### src/hw/rtl/itaf_pkg.sv
// Package for the integer to ASCII formatter: constants, flag bit positions,
// the job record passed from front to back, and the digit character function.
// No dependencies.
`timescale 1ns / 1ps
`default_nettype none
package itaf_pkg;
  localparam int unsigned MaxFieldWidth = 63;
  localparam int unsigned ValueBits = 32;
  localparam int unsigned RadixMax = 36;
  localparam int unsigned FmtZero = 0;
  localparam int unsigned FmtLeft = 1;
  localparam int unsigned FmtPlus = 2;
  localparam int unsigned FmtSpace = 3;
  localparam int unsigned FmtUnsigned = 5;
  localparam int unsigned FmtCapital = 6;
  localparam int unsigned FmtNul = 7;
  localparam logic [7:0] ChZero = 8'h30;
  localparam logic [7:0] ChUpperA = 8'h41;
  localparam logic [7:0] ChLowerA = 8'h61;
  localparam logic [7:0] ChPlus = 8'h2B;
  localparam logic [7:0] ChMinus = 8'h2D;
  localparam logic [7:0] ChSpace = 8'h20;

  typedef struct packed {
    logic        err;
    logic [31:0] mag;
    logic [5:0]  radix;
    logic [5:0]  width;
    logic        has_sign;
    logic [7:0]  sign;
    logic        left;
    logic        zero;
    logic        capital;
    logic        nul;
  } job_t;

  function automatic logic [7:0] digit_char(input logic [5:0] d, input logic capital);
    logic [7:0] base;
    base = capital ? ChUpperA : ChLowerA;
    if (d > 6'd9) return base + {2'b00, d} - 8'd10;
    return ChZero + {2'b00, d};
  endfunction
endpackage
`default_nettype wire

### src/hw/rtl/itaf_front.sv
// Front part of the integer to ASCII formatter: takes input beats, checks the
// radix, derives sign and magnitude and hands a job record on. Uses itaf_pkg.
`timescale 1ns / 1ps
`default_nettype none
module itaf_front #(
  parameter int unsigned MAX_FIELD_WIDTH = itaf_pkg::MaxFieldWidth,
  parameter int unsigned VALUE_BITS = itaf_pkg::ValueBits
) (
  input  wire              clk_i,
  input  wire              rst_ni,
  input  wire              in_valid_i,
  output logic             in_ready_o,
  input  wire [31:0]       value_i,
  input  wire [5:0]        field_width_i,
  input  wire [5:0]        radix_i,
  input  wire [7:0]        format_flags_i,
  output logic             job_valid_o,
  input  wire              job_ready_i,
  output itaf_pkg::job_t   job_o
);
  logic [VALUE_BITS-1:0] val;
  logic [VALUE_BITS-1:0] neg;
  logic                  is_neg;
  itaf_pkg::job_t        job_d;
  itaf_pkg::job_t        job_q;
  logic                  valid_q;

  assign in_ready_o = !valid_q || job_ready_i;
  assign val = value_i[VALUE_BITS-1:0];
  assign neg = ~val + 1'b1;
  assign is_neg = !format_flags_i[itaf_pkg::FmtUnsigned] && val[VALUE_BITS-1];

  always_comb begin
    job_d = '0;
    job_d.err = (radix_i < 6'd2) || (radix_i > 6'(itaf_pkg::RadixMax));
    job_d.radix = radix_i;
    job_d.width = (field_width_i > 6'(MAX_FIELD_WIDTH)) ? 6'(MAX_FIELD_WIDTH)
                                                        : field_width_i;
    job_d.mag = 32'(is_neg ? neg : val);
    job_d.has_sign = 1'b1;
    if (is_neg) begin
      job_d.sign = itaf_pkg::ChMinus;
    end else if (format_flags_i[itaf_pkg::FmtPlus]) begin
      job_d.sign = itaf_pkg::ChPlus;
    end else if (format_flags_i[itaf_pkg::FmtSpace]) begin
      job_d.sign = itaf_pkg::ChSpace;
    end else begin
      job_d.has_sign = 1'b0;
    end
    job_d.left = format_flags_i[itaf_pkg::FmtLeft];
    job_d.zero = format_flags_i[itaf_pkg::FmtZero];
    job_d.capital = format_flags_i[itaf_pkg::FmtCapital];
    job_d.nul = format_flags_i[itaf_pkg::FmtNul];
  end

  always_ff @(posedge clk_i or negedge rst_ni) begin
    if (!rst_ni) begin
      valid_q <= 1'b0;
    end else if (in_ready_o) begin
      valid_q <= in_valid_i;
    end
  end

  always_ff @(posedge clk_i) begin
    if (in_ready_o && in_valid_i) begin
      job_q <= job_d;
    end
  end

  assign job_valid_o = valid_q;
  assign job_o = job_q;
endmodule
`default_nettype wire

### src/hw/rtl/itaf_queue.sv
// Two-entry job queue between the front and back parts of the formatter.
// Uses itaf_pkg for the job record.
`timescale 1ns / 1ps
`default_nettype none
module itaf_queue (
  input  wire             clk_i,
  input  wire             rst_ni,
  input  wire             wr_valid_i,
  output logic            wr_ready_o,
  input  itaf_pkg::job_t  wr_job_i,
  output logic            rd_valid_o,
  input  wire             rd_ready_i,
  output itaf_pkg::job_t  rd_job_o
);
  itaf_pkg::job_t mem_q [2];
  logic           wp_q;
  logic           rp_q;
  logic [1:0]     cnt_q;
  logic           wr;
  logic           rd;

  assign wr_ready_o = cnt_q != 2'd2;
  assign rd_valid_o = cnt_q != 2'd0;
  assign wr = wr_valid_i && wr_ready_o;
  assign rd = rd_valid_o && rd_ready_i;
  assign rd_job_o = mem_q[rp_q];

  always_ff @(posedge clk_i or negedge rst_ni) begin
    if (!rst_ni) begin
      wp_q <= 1'b0;
      rp_q <= 1'b0;
      cnt_q <= 2'd0;
    end else begin
      if (wr) wp_q <= !wp_q;
      if (rd) rp_q <= !rp_q;
      cnt_q <= cnt_q + {1'b0, wr} - {1'b0, rd};
    end
  end

  always_ff @(posedge clk_i) begin
    if (wr) begin
      mem_q[wp_q] <= wr_job_i;
    end
  end
endmodule
`default_nettype wire

### src/hw/rtl/itaf_divider.sv
// Bit-serial unsigned divider of a 32-bit magnitude by a 6-bit radix,
// one quotient bit per cycle. No package dependency.
`timescale 1ns / 1ps
`default_nettype none
module itaf_divider (
  input  wire         clk_i,
  input  wire         rst_ni,
  input  wire         start_i,
  input  wire [31:0]  dividend_i,
  input  wire [5:0]   divisor_i,
  output logic        done_o,
  output logic [31:0] quot_o,
  output logic [5:0]  rem_o
);
  logic [31:0] q_q;
  logic [5:0]  r_q;
  logic [5:0]  dv_q;
  logic [4:0]  cnt_q;
  logic        busy_q;
  logic [6:0]  trial;
  logic        ge;

  assign trial = {r_q, q_q[31]};
  assign ge = trial >= {1'b0, dv_q};

  always_ff @(posedge clk_i or negedge rst_ni) begin
    if (!rst_ni) begin
      busy_q <= 1'b0;
      done_o <= 1'b0;
      cnt_q <= '0;
    end else begin
      done_o <= 1'b0;
      if (start_i) begin
        busy_q <= 1'b1;
        cnt_q <= '0;
      end else if (busy_q) begin
        cnt_q <= cnt_q + 5'd1;
        if (cnt_q == 5'd31) begin
          busy_q <= 1'b0;
          done_o <= 1'b1;
        end
      end
    end
  end

  always_ff @(posedge clk_i) begin
    if (start_i) begin
      q_q <= dividend_i;
      r_q <= '0;
      dv_q <= divisor_i;
    end else if (busy_q) begin
      q_q <= {q_q[30:0], ge};
      r_q <= 6'(ge ? trial - {1'b0, dv_q} : trial);
    end
  end

  assign quot_o = q_q;
  assign rem_o = r_q;
endmodule
`default_nettype wire

### src/hw/rtl/itaf_back.sv
// Back part of the formatter: extracts digits with the serial divider into a
// digit store, then emits padding, sign, digits and terminator as beats; an
// invalid radix gives a single error beat instead. Uses itaf_pkg and itaf_divider.
`timescale 1ns / 1ps
`default_nettype none
module itaf_back (
  input  wire             clk_i,
  input  wire             rst_ni,
  input  wire             job_valid_i,
  output logic            job_ready_o,
  input  itaf_pkg::job_t  job_i,
  output logic            out_valid_o,
  input  wire             out_ready_i,
  output logic [7:0]      out_char_o,
  output logic            out_last_o,
  output logic            out_error_o
);
  localparam logic [2:0] StIdle = 3'd0;
  localparam logic [2:0] StDiv  = 3'd1;
  localparam logic [2:0] StWait = 3'd2;
  localparam logic [2:0] StEmit = 3'd3;

  logic [2:0]     state_q;
  itaf_pkg::job_t job_q;
  logic [31:0]    mag_q;
  logic [7:0]     dig_q [32];
  logic [5:0]     ndig_q;
  logic [6:0]     pos_q;
  logic [6:0]     total_q;
  logic [6:0]     lead_q;
  logic [6:0]     zeros_q;
  logic           div_start;
  logic           div_done;
  logic [31:0]    quot;
  logic [5:0]     rem;
  logic [6:0]     w7;
  logic [6:0]     nd7;
  logic [6:0]     sg7;
  logic [6:0]     body;
  logic [6:0]     field;
  logic [6:0]     rel;
  logic [6:0]     di;
  logic [7:0]     ch;
  logic           last;
  logic           out_valid_q;
  logic [7:0]     out_char_q;
  logic           out_last_q;
  logic           out_error_q;
  logic           step;

  itaf_divider u_div (
    .clk_i      (clk_i),
    .rst_ni     (rst_ni),
    .start_i    (div_start),
    .dividend_i (mag_q),
    .divisor_i  (job_q.radix),
    .done_o     (div_done),
    .quot_o     (quot),
    .rem_o      (rem)
  );

  assign job_ready_o = state_q == StIdle;
  assign div_start = state_q == StDiv;
  assign w7 = {1'b0, job_q.width};
  assign nd7 = {1'b0, ndig_q};
  assign sg7 = {6'd0, job_q.has_sign};
  assign body = nd7 + sg7;
  assign field = (body > w7) ? body : w7;
  assign step = !out_valid_q || out_ready_i;

  always_comb begin
    rel = pos_q - lead_q;
    di = nd7 - 7'd1 - (rel - sg7 - zeros_q);
    ch = 8'd0;
    if (pos_q >= field) begin
      ch = 8'd0;
    end else if (pos_q < lead_q) begin
      ch = itaf_pkg::ChSpace;
    end else if (job_q.has_sign && rel == 7'd0) begin
      ch = job_q.sign;
    end else if (rel < sg7 + zeros_q) begin
      ch = itaf_pkg::ChZero;
    end else if (rel < body + zeros_q) begin
      ch = dig_q[di[4:0]];
    end else begin
      ch = itaf_pkg::ChSpace;
    end
    last = pos_q == total_q - 7'd1;
  end

  always_ff @(posedge clk_i or negedge rst_ni) begin
    if (!rst_ni) begin
      state_q <= StIdle;
      out_valid_q <= 1'b0;
    end else begin
      if (step) out_valid_q <= state_q == StEmit;
      unique case (state_q)
        StIdle: begin
          if (job_valid_i) begin
            state_q <= job_i.err ? StEmit : StDiv;
          end
        end
        StDiv: state_q <= StWait;
        StWait: begin
          if (div_done) begin
            state_q <= (quot == 32'd0 || ndig_q == 6'd31) ? StEmit : StDiv;
          end
        end
        StEmit: begin
          if (step && (job_q.err || last)) state_q <= StIdle;
        end
        default: state_q <= StIdle;
      endcase
    end
  end

  always_ff @(posedge clk_i) begin
    if (state_q == StIdle && job_valid_i) begin
      job_q <= job_i;
      mag_q <= job_i.mag;
      ndig_q <= '0;
      pos_q <= '0;
    end
    if (state_q == StWait && div_done) begin
      dig_q[ndig_q[4:0]] <= itaf_pkg::digit_char(rem, job_q.capital);
      ndig_q <= ndig_q + 6'd1;
      mag_q <= quot;
    end
    if (state_q == StWait && div_done) begin
      // Layout is fixed once the final digit count is known.
      lead_q <= (!job_q.left && !(job_q.zero && nd7 + 7'd1 < w7) &&
                 w7 > nd7 + 7'd1 + sg7) ? w7 - nd7 - 7'd1 - sg7 : 7'd0;
      zeros_q <= (!job_q.left && job_q.zero && nd7 + 7'd1 < w7 &&
                  w7 > nd7 + 7'd1 + sg7) ? w7 - nd7 - 7'd1 - sg7 : 7'd0;
      total_q <= ((nd7 + 7'd1 + sg7 > w7) ? nd7 + 7'd1 + sg7 : w7) +
                 {6'd0, job_q.nul};
    end
    if (state_q == StEmit && step) begin
      out_char_q <= job_q.err ? 8'd0 : ch;
      out_last_q <= job_q.err || last;
      out_error_q <= job_q.err;
      pos_q <= pos_q + 7'd1;
    end
  end

  assign out_valid_o = out_valid_q;
  assign out_char_o = out_char_q;
  assign out_last_o = out_last_q;
  assign out_error_o = out_error_q;
endmodule
`default_nettype wire

### src/hw/rtl/integer_to_ascii_formatter.sv
// Top level of the printf-style integer to ASCII formatter.
// Instantiates itaf_front, itaf_queue and itaf_back; uses itaf_pkg.
//
// Channel | Direction | tdata (low to high)                           | tuser | tlast
// s_axis  | in        | value, field_width, radix, format_flags       | -     | -
// m_axis  | out       | out_char                                      | error | last
//
// For each digit the back part starts the divider, lets it work through all 32
// magnitude bits and stores the remainder as a character, then emits the characters;
// an invalid radix skips the divider and goes straight to a single error beat.
// The front accepts further numbers into a two-entry queue while the back works.
// Reset is asynchronous and active low and clears all control state.
// The output register holds a beat until m_axis_tready is seen.
`timescale 1ns / 1ps
`default_nettype none
module integer_to_ascii_formatter #(
  parameter int unsigned MAX_FIELD_WIDTH = itaf_pkg::MaxFieldWidth,
  parameter int unsigned VALUE_BITS = itaf_pkg::ValueBits
) (
  input  wire        clk_i,
  input  wire        rst_ni,
  input  wire        s_axis_tvalid,
  output logic       s_axis_tready,
  input  wire [55:0] s_axis_tdata,  // value[31:0], field_width, radix, format_flags
  output logic       m_axis_tvalid,
  input  wire        m_axis_tready,
  output logic [7:0] m_axis_tdata,  // out_char
  output logic       m_axis_tuser,  // error
  output logic       m_axis_tlast
);
  logic           f_valid;
  logic           f_ready;
  itaf_pkg::job_t f_job;
  logic           q_valid;
  logic           q_ready;
  itaf_pkg::job_t q_job;

  itaf_front #(
    .MAX_FIELD_WIDTH (MAX_FIELD_WIDTH),
    .VALUE_BITS      (VALUE_BITS)
  ) u_front (
    .clk_i          (clk_i),
    .rst_ni         (rst_ni),
    .in_valid_i     (s_axis_tvalid),
    .in_ready_o     (s_axis_tready),
    .value_i        (s_axis_tdata[31:0]),
    .field_width_i  (s_axis_tdata[37:32]),
    .radix_i        (s_axis_tdata[43:38]),
    .format_flags_i (s_axis_tdata[51:44]),
    .job_valid_o    (f_valid),
    .job_ready_i    (f_ready),
    .job_o          (f_job)
  );

  itaf_queue u_queue (
    .clk_i      (clk_i),
    .rst_ni     (rst_ni),
    .wr_valid_i (f_valid),
    .wr_ready_o (f_ready),
    .wr_job_i   (f_job),
    .rd_valid_o (q_valid),
    .rd_ready_i (q_ready),
    .rd_job_o   (q_job)
  );

  itaf_back u_back (
    .clk_i       (clk_i),
    .rst_ni      (rst_ni),
    .job_valid_i (q_valid),
    .job_ready_o (q_ready),
    .job_i       (q_job),
    .out_valid_o (m_axis_tvalid),
    .out_ready_i (m_axis_tready),
    .out_char_o  (m_axis_tdata),
    .out_last_o  (m_axis_tlast),
    .out_error_o (m_axis_tuser)
  );

  a_err_last: assert property (@(posedge clk_i) disable iff (!rst_ni)
    m_axis_tvalid && m_axis_tuser |-> m_axis_tlast && m_axis_tdata == 8'd0)
    else $error("error beat must be a single last NUL");
  a_queue_hs: assert property (@(posedge clk_i) disable iff (!rst_ni)
    q_valid && q_ready |=> !q_ready)
    else $error("back took a job while busy");
endmodule
`default_nettype wire

### config.mk
export PLATFORM = sky130hd
export DESIGN_NAME = integer_to_ascii_formatter
export DESIGN_NICKNAME = d
export VERILOG_FILES = /design/src/hw/rtl/itaf_pkg.sv /design/src/hw/rtl/itaf_front.sv /design/src/hw/rtl/itaf_queue.sv /design/src/hw/rtl/itaf_divider.sv /design/src/hw/rtl/itaf_back.sv /design/src/hw/rtl/integer_to_ascii_formatter.sv
export SDC_FILE = /design/constraint.sdc
export NUM_CORES = 1
export LEC_CHECK = 0
export BUFFER_PORTS_ARGS = -buffer_cell sky130_fd_sc_hd__buf_4
export CAP_MARGIN = 10
export CORE_MARGIN = 2
export CORE_UTILIZATION = 45
export DETAILED_ROUTE_END_ITERATION = 7
export PLACE_DENSITY = 0.68
export SYNTH_ARGS = -nofsm -noshare
export SYNTH_HDL_FRONTEND = slang
export SYNTH_SLANG_ARGS = --single-unit
### constraint.sdc
create_clock -name clk_i -period 14.1 [get_ports clk_i]
set_clock_uncertainty 0.1 [all_clocks]
set_input_delay 1.41 -clock clk_i [delete_from_list [all_inputs] [get_ports clk_i]]
set_output_delay 1.41 -clock clk_i [all_outputs]
set_load 0.1 [all_outputs]
==> metrics.md, run 1 <==
| Metric | Value |
|---|---|
| HPWL after DPL | 32500 um |
| Clk pwr share | 20.3% |
| Starting Density | 45.5% |
| Final period utilization | 40.6% |
| Worst setup EP type | register |
| Mean Syn Cell Area | 15.0 um^2 |
| Critical Path RT | 14.43 ns |
| Startpoint Class | register |
| DR vias | 14034 |
| Hold Crit Class | register to register |
| Status | completed |
| Fmax | 0.175 GHz |
| Worst-margin pin slew | 1.08 ns |
| Setup WS pre-CTS | 8.48 ns |
| Final Util | 51.6% |
| Setup violators final | 0 |
| NetSw | 2850 uW |
| Hold-fix buffers, CTS | 0 |
| Largest net degree at the start of global routing | 68 |
| GRT Total Usage | 17.3% |
| Max clock buf depth | 3 |
| Share of async-settable or async-resettable flops after synthesis | 2.63% |
| PortBufs | 66 |
| Power Internal | between 4000 and 5000 uW |
| CTS clk-pin slew, worst paths | 0.06 ns |
| 1st-iter DRT viols | 1119 |
| Worst VDD drop | 338 uV |
| Syn_nets | 1883 |
| Synth unique cells | 67 |
| CP peak stage delay | 0.90 ns |
| Sequential share of power | 35.8% |
| Vias in the first global route | 14385 |
| PnR worst setup slack | 8.38 ns |
| Pins over their slew limit | 0 |
| Part of the power in combinational logic | 43.9% |
| Buffers and inverters on the worst path | 0 |
| CTS Buf Count | 57 |
| Area of the multi-input gates | approximately 0.0081 mm^2 |
| Row count | a little under 90 |
| Post-synthesis cell count | 1711 |
| Fin crit period | 5.72 ns |
| Overall Power | ~7700 uW |
| Die area | 0.0588 mm^2 |
| Average routed wire per standard cell | 19.3 um |
| CTS Sinks | 571 |
| First-pass GRT wire length | 79300 um |
| # IOs | 72 |
| Crit-path cells | and3_1 -> nand3_1 -> xnor2_1 -> ha_1 -> and3_1 -> a221oi_1 -> a41oi_1 -> a31oi_1 -> mux2i_1 -> ha_1 -> nand2b_1 -> a21o_1 -> a21o_1 -> a21oi_1 -> o21ai_0 -> nand2b_1 -> nor3b_1 |
| Overflow after GRT | 0 |
| Via/cell ratio | 5.40 |
| Sequential-to-total area share from yosys stat | 66.4% |
| Static Leak | 0.0105 uW |
| FF+latch area | 0.0170 mm^2 |
| Synthesized area | ~0.026 mm^2 |
| Die X | between 200 and 250 um |
| Initial antenna violation count | 0 |
| Worst EP arrival | 6.05 ns |
| Drt pass-1 iters | 7 |
| Most common cell after layout, fill and taps aside | edfxtp_1 |
| Post-DRT Antenna Nets | 0 |
| Layout area overhead | 13.3% |
| Worst hold slack | 0.320 ns |
| Routed wire length | 50200 um |
| Core area | 0.0563 mm^2 |
| Worst slew margin | 27.9% |
| Yosys warns | 0 |
| Yosys reg bits | 571 |
| Routability congestion estimate | 0.831 |
| Commonest non-fill, non-tap cells in the layout | 550 x edfxtp_1, 184 x nand2_1, 101 x ha_1 |
| Fill cells | 4578 |
| CP max FO | 20 |
| Sw Share | 37.0% |
| DRC | 0 |
| Die height | 243 um |
| Resized cells post-CTS | 0 |
| CP top delay family | compound AO/OA/AOI/OAI gates |
| H-Tree Depth | 2 |
| CTS Root Buffer Type | clkbuf_16 |
| Power density cells | 265 mW/mm^2 |
| Worst-skew pair later-pin latency | roughly 0.6 ns |
| RSZ-0062 raised after global routing | no |
| Net count, final | roughly 2000 |
| Slowest CP cell | edfxtp_1 |
| Ys flop type | edfxtp_1 |
| Setup TNS | 0 ns |
| Total setup buffers inserted after CTS | 0 |
| Crit Path Class | register to register |
| CTS tree | built |
| Final hold violation count | 0 |
| Max-capacitance violation count | 0 |
| Number of flops mapped to enable cells by yosys | 550 |
| Share of layout cells above drive strength 1 | 15.9% |
[state kept, by name, indices dropped and copies added, names as in the netlist, 2 cells and up]
signal / cells
u_back.lead_q: 7
u_back.out_char_o: 8
u_back.total_q: 7
u_queue.mem_q: 106
u_front.job_o: 53
u_back.u_div.dv_q: 6
u_back.dig_q: 256
u_back.job_q: 21
u_back.ndig_q: 6
u_back.u_div.cnt_q: 5
u_back.u_div.quot_o: 32
u_back.mag_q: 32
u_back.state_q: 2
u_back.u_div.rem_o: 6
u_queue.cnt_q: 2
u_back.pos_q: 7
u_back.zeros_q: 7
[final cells by class]
class | instances | share of cell area (%)
sequential | 571 | 58.6
multi-input combinational | 990 | 28.0
clock buffer | 71 | 5.24
tap | 756 | 3.26
timing repair buffer | 88 | 2.30
clock inverter | 36 | 1.49
inverter | 86 | 1.11
antenna | 1 | 0.00862
[cells in the mapped netlist, types with 15 or more instances]
cell / count / area, um^2
edfxtp_1: 550 / 16500
nand2_1: 184 / 691
ha_1: 102 / 1280
nor2_1: 93 / 349
inv_1: 84 / 315
o21ai_0: 72 / 360
mux2i_1: 69 / 691
mux4_2: 68 / 1530
xnor2_1: 64 / 561
clkbuf_1: 43 / 161
a21oi_1: 38 / 190
nand3_1: 36 / 180
xor2_1: 35 / 307
mux2_2: 24 / 270
buf_1: 17 / 63.8
nor3_1: 17 / 85.1
a21o_1: 16 / 120
dfrtp_1: 15 / 375
[through the flow]
step | instance area, um^2 | instances
6_report | 29000 | 2599
5_1_grt | 29000 | 2598
4_1_cts | 29000 | 2597
3_3_place_gp | 27000 | 2490
3_5_place_dp | 27000 | 2490
2_1_floorplan | 25600 | 1711
[cells by family (layout without fill, tap and decap cells)]
group                      count (synthesis)  count (layout)  share of synthesized area, %
other                                      0               1                             0
adders and majority gates                113             113                          5.81
DFF                                      571             571                          66.4
xor gates and xnor gates                  99              99                          3.39
muxes                                    161             161                          9.73
buffers and inverters                    150             281                          2.22
and+or+nand+nor                          416             416                          7.42
AOI/OAI and AO/OA                        201             201                          5.00
[metal layers]
layer	routed length (um)	part of all wire (%)	global-route usage, %
met1	21700	43	22.7
met5	0	0	0
met4	1340	2.7	5.56
met3	2570	5.1	2.87
met2	24700	49	29.5
[worst paths after layout]
| check | end | start | slack (ns) | cells past startpoint |
|---|---|---|---|---|
| min reg2reg | u_back.u_div.dv_q[5] | u_back.job_q[24] | 0.32 | 0 |
| max in group asynchronous | u_queue.rp_q | rst_ni | 13.16 | 1 |
| min | u_back.u_div.dv_q[5] | u_back.job_q[24] | 0.32 | 0 |
| max | u_back.out_char_o[6] | u_back.ndig_q[2] | 8.38 | 17 |
| min in group asynchronous | u_front.job_valid_o | rst_ni | 0.55 | 1 |
| max reg2reg | u_back.out_char_o[6] | u_back.ndig_q[2] | 8.38 | 17 |
[power groups by stage]
| stage | sequential (uW) | clock [uW] | combinational (uW) |
|---|---|---|---|
| 2_1_floorplan | 2790 | 0 | 2310 |
| 3_3_place_gp | 2780 | 0 | 3270 |
| 3_5_place_dp | 2800 | 0 | 3360 |
| 4_1_cts | 2760 | 1600 | 3400 |
| 5_1_grt | 2790 | 1660 | 3690 |
| 6_report | 2760 | 1560 | 3380 |
No activity file was read; power rests on OpenSTA's default activity.
==> run 2, diff against run 1 <==
Clock period 14.1 ns to 5.5 ns, I/O delays scaled along.
==> run 2 against run 1 <==
Die area unchanged. Critical path depth up 2. Hold slack worse by 0.29 ns. Wire length up 1.9%. Non-clock buffer count up 20. First-iteration DRC count down 8.4%. Count of clock-buffer cells in the layout down 3. Design area up 0.53%. Sequential share of layout area down 0.31 points. Fmax up 12%. Combinational power rose to 2.6 times the previous value. Clock power rose to 2.5 times the previous value. Critical path type unchanged. Critical endpoint is now u_back.total_q[4]. Largest power group unchanged.
==> metrics.md, run 2 (synthesis results as in run 1) <==
| Metric | Value |
|---|---|
| Layout area overhead | 13.9% (was 13.3%) |
| Worst EP arrival | 5.36 ns (was 6.05 ns) |
| Crit-path cells | inv_1 -> ha_1 -> ha_1 -> o21a_1 -> a31o_2 -> a21oi_1 -> xor2_1 -> inv_1 -> ha_1 -> a21o_1 -> a21oi_1 -> o21ai_0 -> a21o_1 -> o21ai_0 -> ha_1 -> ha_1 -> nand2_1 -> and3_1 -> a211o_1 (was and3_1 -> nand3_1 -> xnor2_1 -> ha_1 -> and3_1 -> a221oi_1 -> a41oi_1 -> a31oi_1 -> mux2i_1 -> ha_1 -> nand2b_1 -> a21o_1 -> a21o_1 -> a21oi_1 -> o21ai_0 -> nand2b_1 -> nor3b_1) |
| Final period utilization | 92.7% (was 40.6%) |
| Worst-skew pair later-pin latency | 0.61 ns (about the same) |
| Pins over their slew limit | 0 (unchanged) |
| Drt pass-1 iters | 5 (was 7) |
| Max clock buf depth | 3 (unchanged) |
| CP max FO | 12 (was 20) |
| Most common cell after layout, fill and taps aside | edfxtp_1 (unchanged) |
| First-pass GRT wire length | 80300 um (was 79300 um) |
| R2R setup slack | 0.40 ns (was 8.38 ns) |
| H-Tree Depth | 2 (unchanged) |
| Critical Path RT | 5.76 ns (was 14.43 ns) |
| Net count, final | 1986 (was 1966) |
| CTS Sinks | 571 (unchanged) |
| Worst-margin pin slew | 0.992 ns (was 1.08 ns) |
| Static Leak | 0.0106 uW (was 0.0105 uW) |
| PortBufs | 66 (unchanged) |
| Fmax | 0.196 GHz (was 0.175 GHz) |
| Largest net degree at the start of global routing | 89 (was 68) |
| Vias in the first global route | 14568 (was 14385) |
| CP most frequent cell | ha_1 |
| Number of diodes | 0 (was 1) |
| Routed wire length | 51200 um (was 50200 um) |
| Die X | 243 um (unchanged) |
| Core area | 0.0563 mm^2 (unchanged) |
| Post-DRT Antenna Nets | 0 (unchanged) |
| Commonest non-fill, non-tap cells in the layout | 550 x edfxtp_1, 184 x nand2_1, 101 x ha_1 (unchanged) |
| Row count | 87 (unchanged) |
| DR vias | 14168 (was 14034) |
| Starting Density | 45.5% (unchanged) |
| CP peak stage delay | 0.59 ns (was 0.90 ns) |
| Fin crit period | 5.10 ns (was 5.72 ns) |
| RSZ-0062 raised after global routing | no (unchanged) |
| Worst setup EP type | register (unchanged) |
| Final hold violation count | 0 (unchanged) |
| Die area | 0.0588 mm^2 (unchanged) |
| GRT Total Usage | 17.4% (was 17.3%) |
| 1st-iter DRT viols | 1025 (was 1119) |
| Initial antenna violation count | 0 (unchanged) |
| Worst slew margin | 33.6% (was 27.9%) |
| Hold Crit Class | input port to register (was register to register) |
| Share of layout cells above drive strength 1 | 16.2% (was 15.9%) |
| Crit Path Class | register to register (unchanged) |
| Average routed wire per standard cell | 19.6 um (was 19.3 um) |
| DRC | 0 (unchanged) |
| Final instance area | 0.0292 mm^2 (was 0.0290 mm^2) |
| CTS clk-pin slew, worst paths | 0.06 ns (about the same) |
| Worst VDD drop | 664 uV (was 338 uV) |
| Setup violators final | 0 (unchanged) |
| HPWL after DPL | 33700 um (was 32500 um) |
| Via/cell ratio | 5.41 (was 5.40) |
| FF+latch area | 0.0170 mm^2 (unchanged) |
| Max reg flops | 256 (unchanged) |
| Fill cells | 4618 (was 4578) |
| Startpoint Class | register (unchanged) |
| Die height | 243 um (unchanged) |
| Routability congestion estimate | 0.826 (was 0.831) |
| Status | completed (unchanged) |
| Area of the multi-input gates | 0.00812 mm^2 (was 0.00811 mm^2) |
| Dpl cell area | 0.0271 mm^2 (was 0.0270 mm^2) |
| Setup TNS | 0 ns (unchanged) |
| CTS Root Buffer Type | clkbuf_16 (unchanged) |
| CTS tree | built (unchanged) |
| Max-capacitance violation count | 0 (unchanged) |
| Slowest CP cell | edfxtp_1 (unchanged) |
| Worst hold slack | 0.0345 ns (was 0.320 ns) |
| Overflow after GRT | 0 (unchanged) |
| CTS Buf Count | 57 (unchanged) |
| Overall Power | 19800 uW (was 7700 uW) |
| Power density cells | 678 mW/mm^2 (was 265 mW/mm^2) |
| # IOs | 72 (unchanged) |
run 2: cell types whose count changed in the layout (fill, tap and decap cells not counted), sizes merged:
cell         before  now
clkinvlp          6    3
clkinv           21   27
bufinv            9    7
buf              88   95
inv              86   88
clkbuf           71   68
dlygate4sd3       0   13
diode             1    0
run 2: final cells by class:
| cell class | instances | area share [%] |
|---|---|---|
| clock buffer | 68 | 5.10 |
| clock inverter | 39 | 1.40 |
| inverter | 86 | 1.11 |
| multi-input combinational | 990 | 27.8 |
| sequential | 571 | 58.3 |
| tap | 756 | 3.24 |
| timing repair buffer | 108 | 3.00 |
run 2: worst max-delay path, delay by kind of cell, from the launching register on:
family,cells,cell delay (ns)
AOI/OAI and AO/OA,9,1.92
adders and majority gates,5,1.49
and+or+nand+nor,2,0.26
DFF,1,0.59
xor gates and xnor gates,1,0.22
buffers and inverters,2,0.25
run 2: final timing paths:
check	from	to	depth (start not counted)
worst max-delay path	u_back.ndig_q[1]	u_back.total_q[4]	19
worst min-delay path	s_axis_tdata[39]	u_front.job_o[20]	1
worst max register to register	u_back.ndig_q[1]	u_back.total_q[4]	19
worst min register to register	u_back.job_q[22]	u_back.u_div.dv_q[3]	0
max in group asynchronous	rst_ni	u_queue.rp_q	2
min in group asynchronous	rst_ni	u_front.job_valid_o	2
run 2: what timing repair did:
item                       CTS  global route
gates resized for setup      0             0
hold buffers                13             0
setup endpoints to repair    0             0
hold endpoints to repair    27             0
buffers inserted             0             0
run 2: routing by layer:
metal  global-route usage (%)  routed length, um
met1                     23.1              21700
met2                     29.7              25500
met4                     5.19               1160
met3                     2.65               2830
met5                        0                  0
run 2: report_power, final:
group          switching, uW  leakage [uW]  internal, uW
combinational           5270       0.00434          3520
sequential               469       0.00533          6610
clock                   1640      0.000930          2270
total                   7380        0.0106         12400
run 2: per-stage QoR:
stage	cells	setup WS (ns)	util [%]
global route	2618	0.0791	51.8
CTS	2617	0.425	51.8
finish	2618	0.404	51.8
global placement	2497	0.548	48.2
detailed placement	2497	0.427	48.2
floorplan	1711	0.800	-
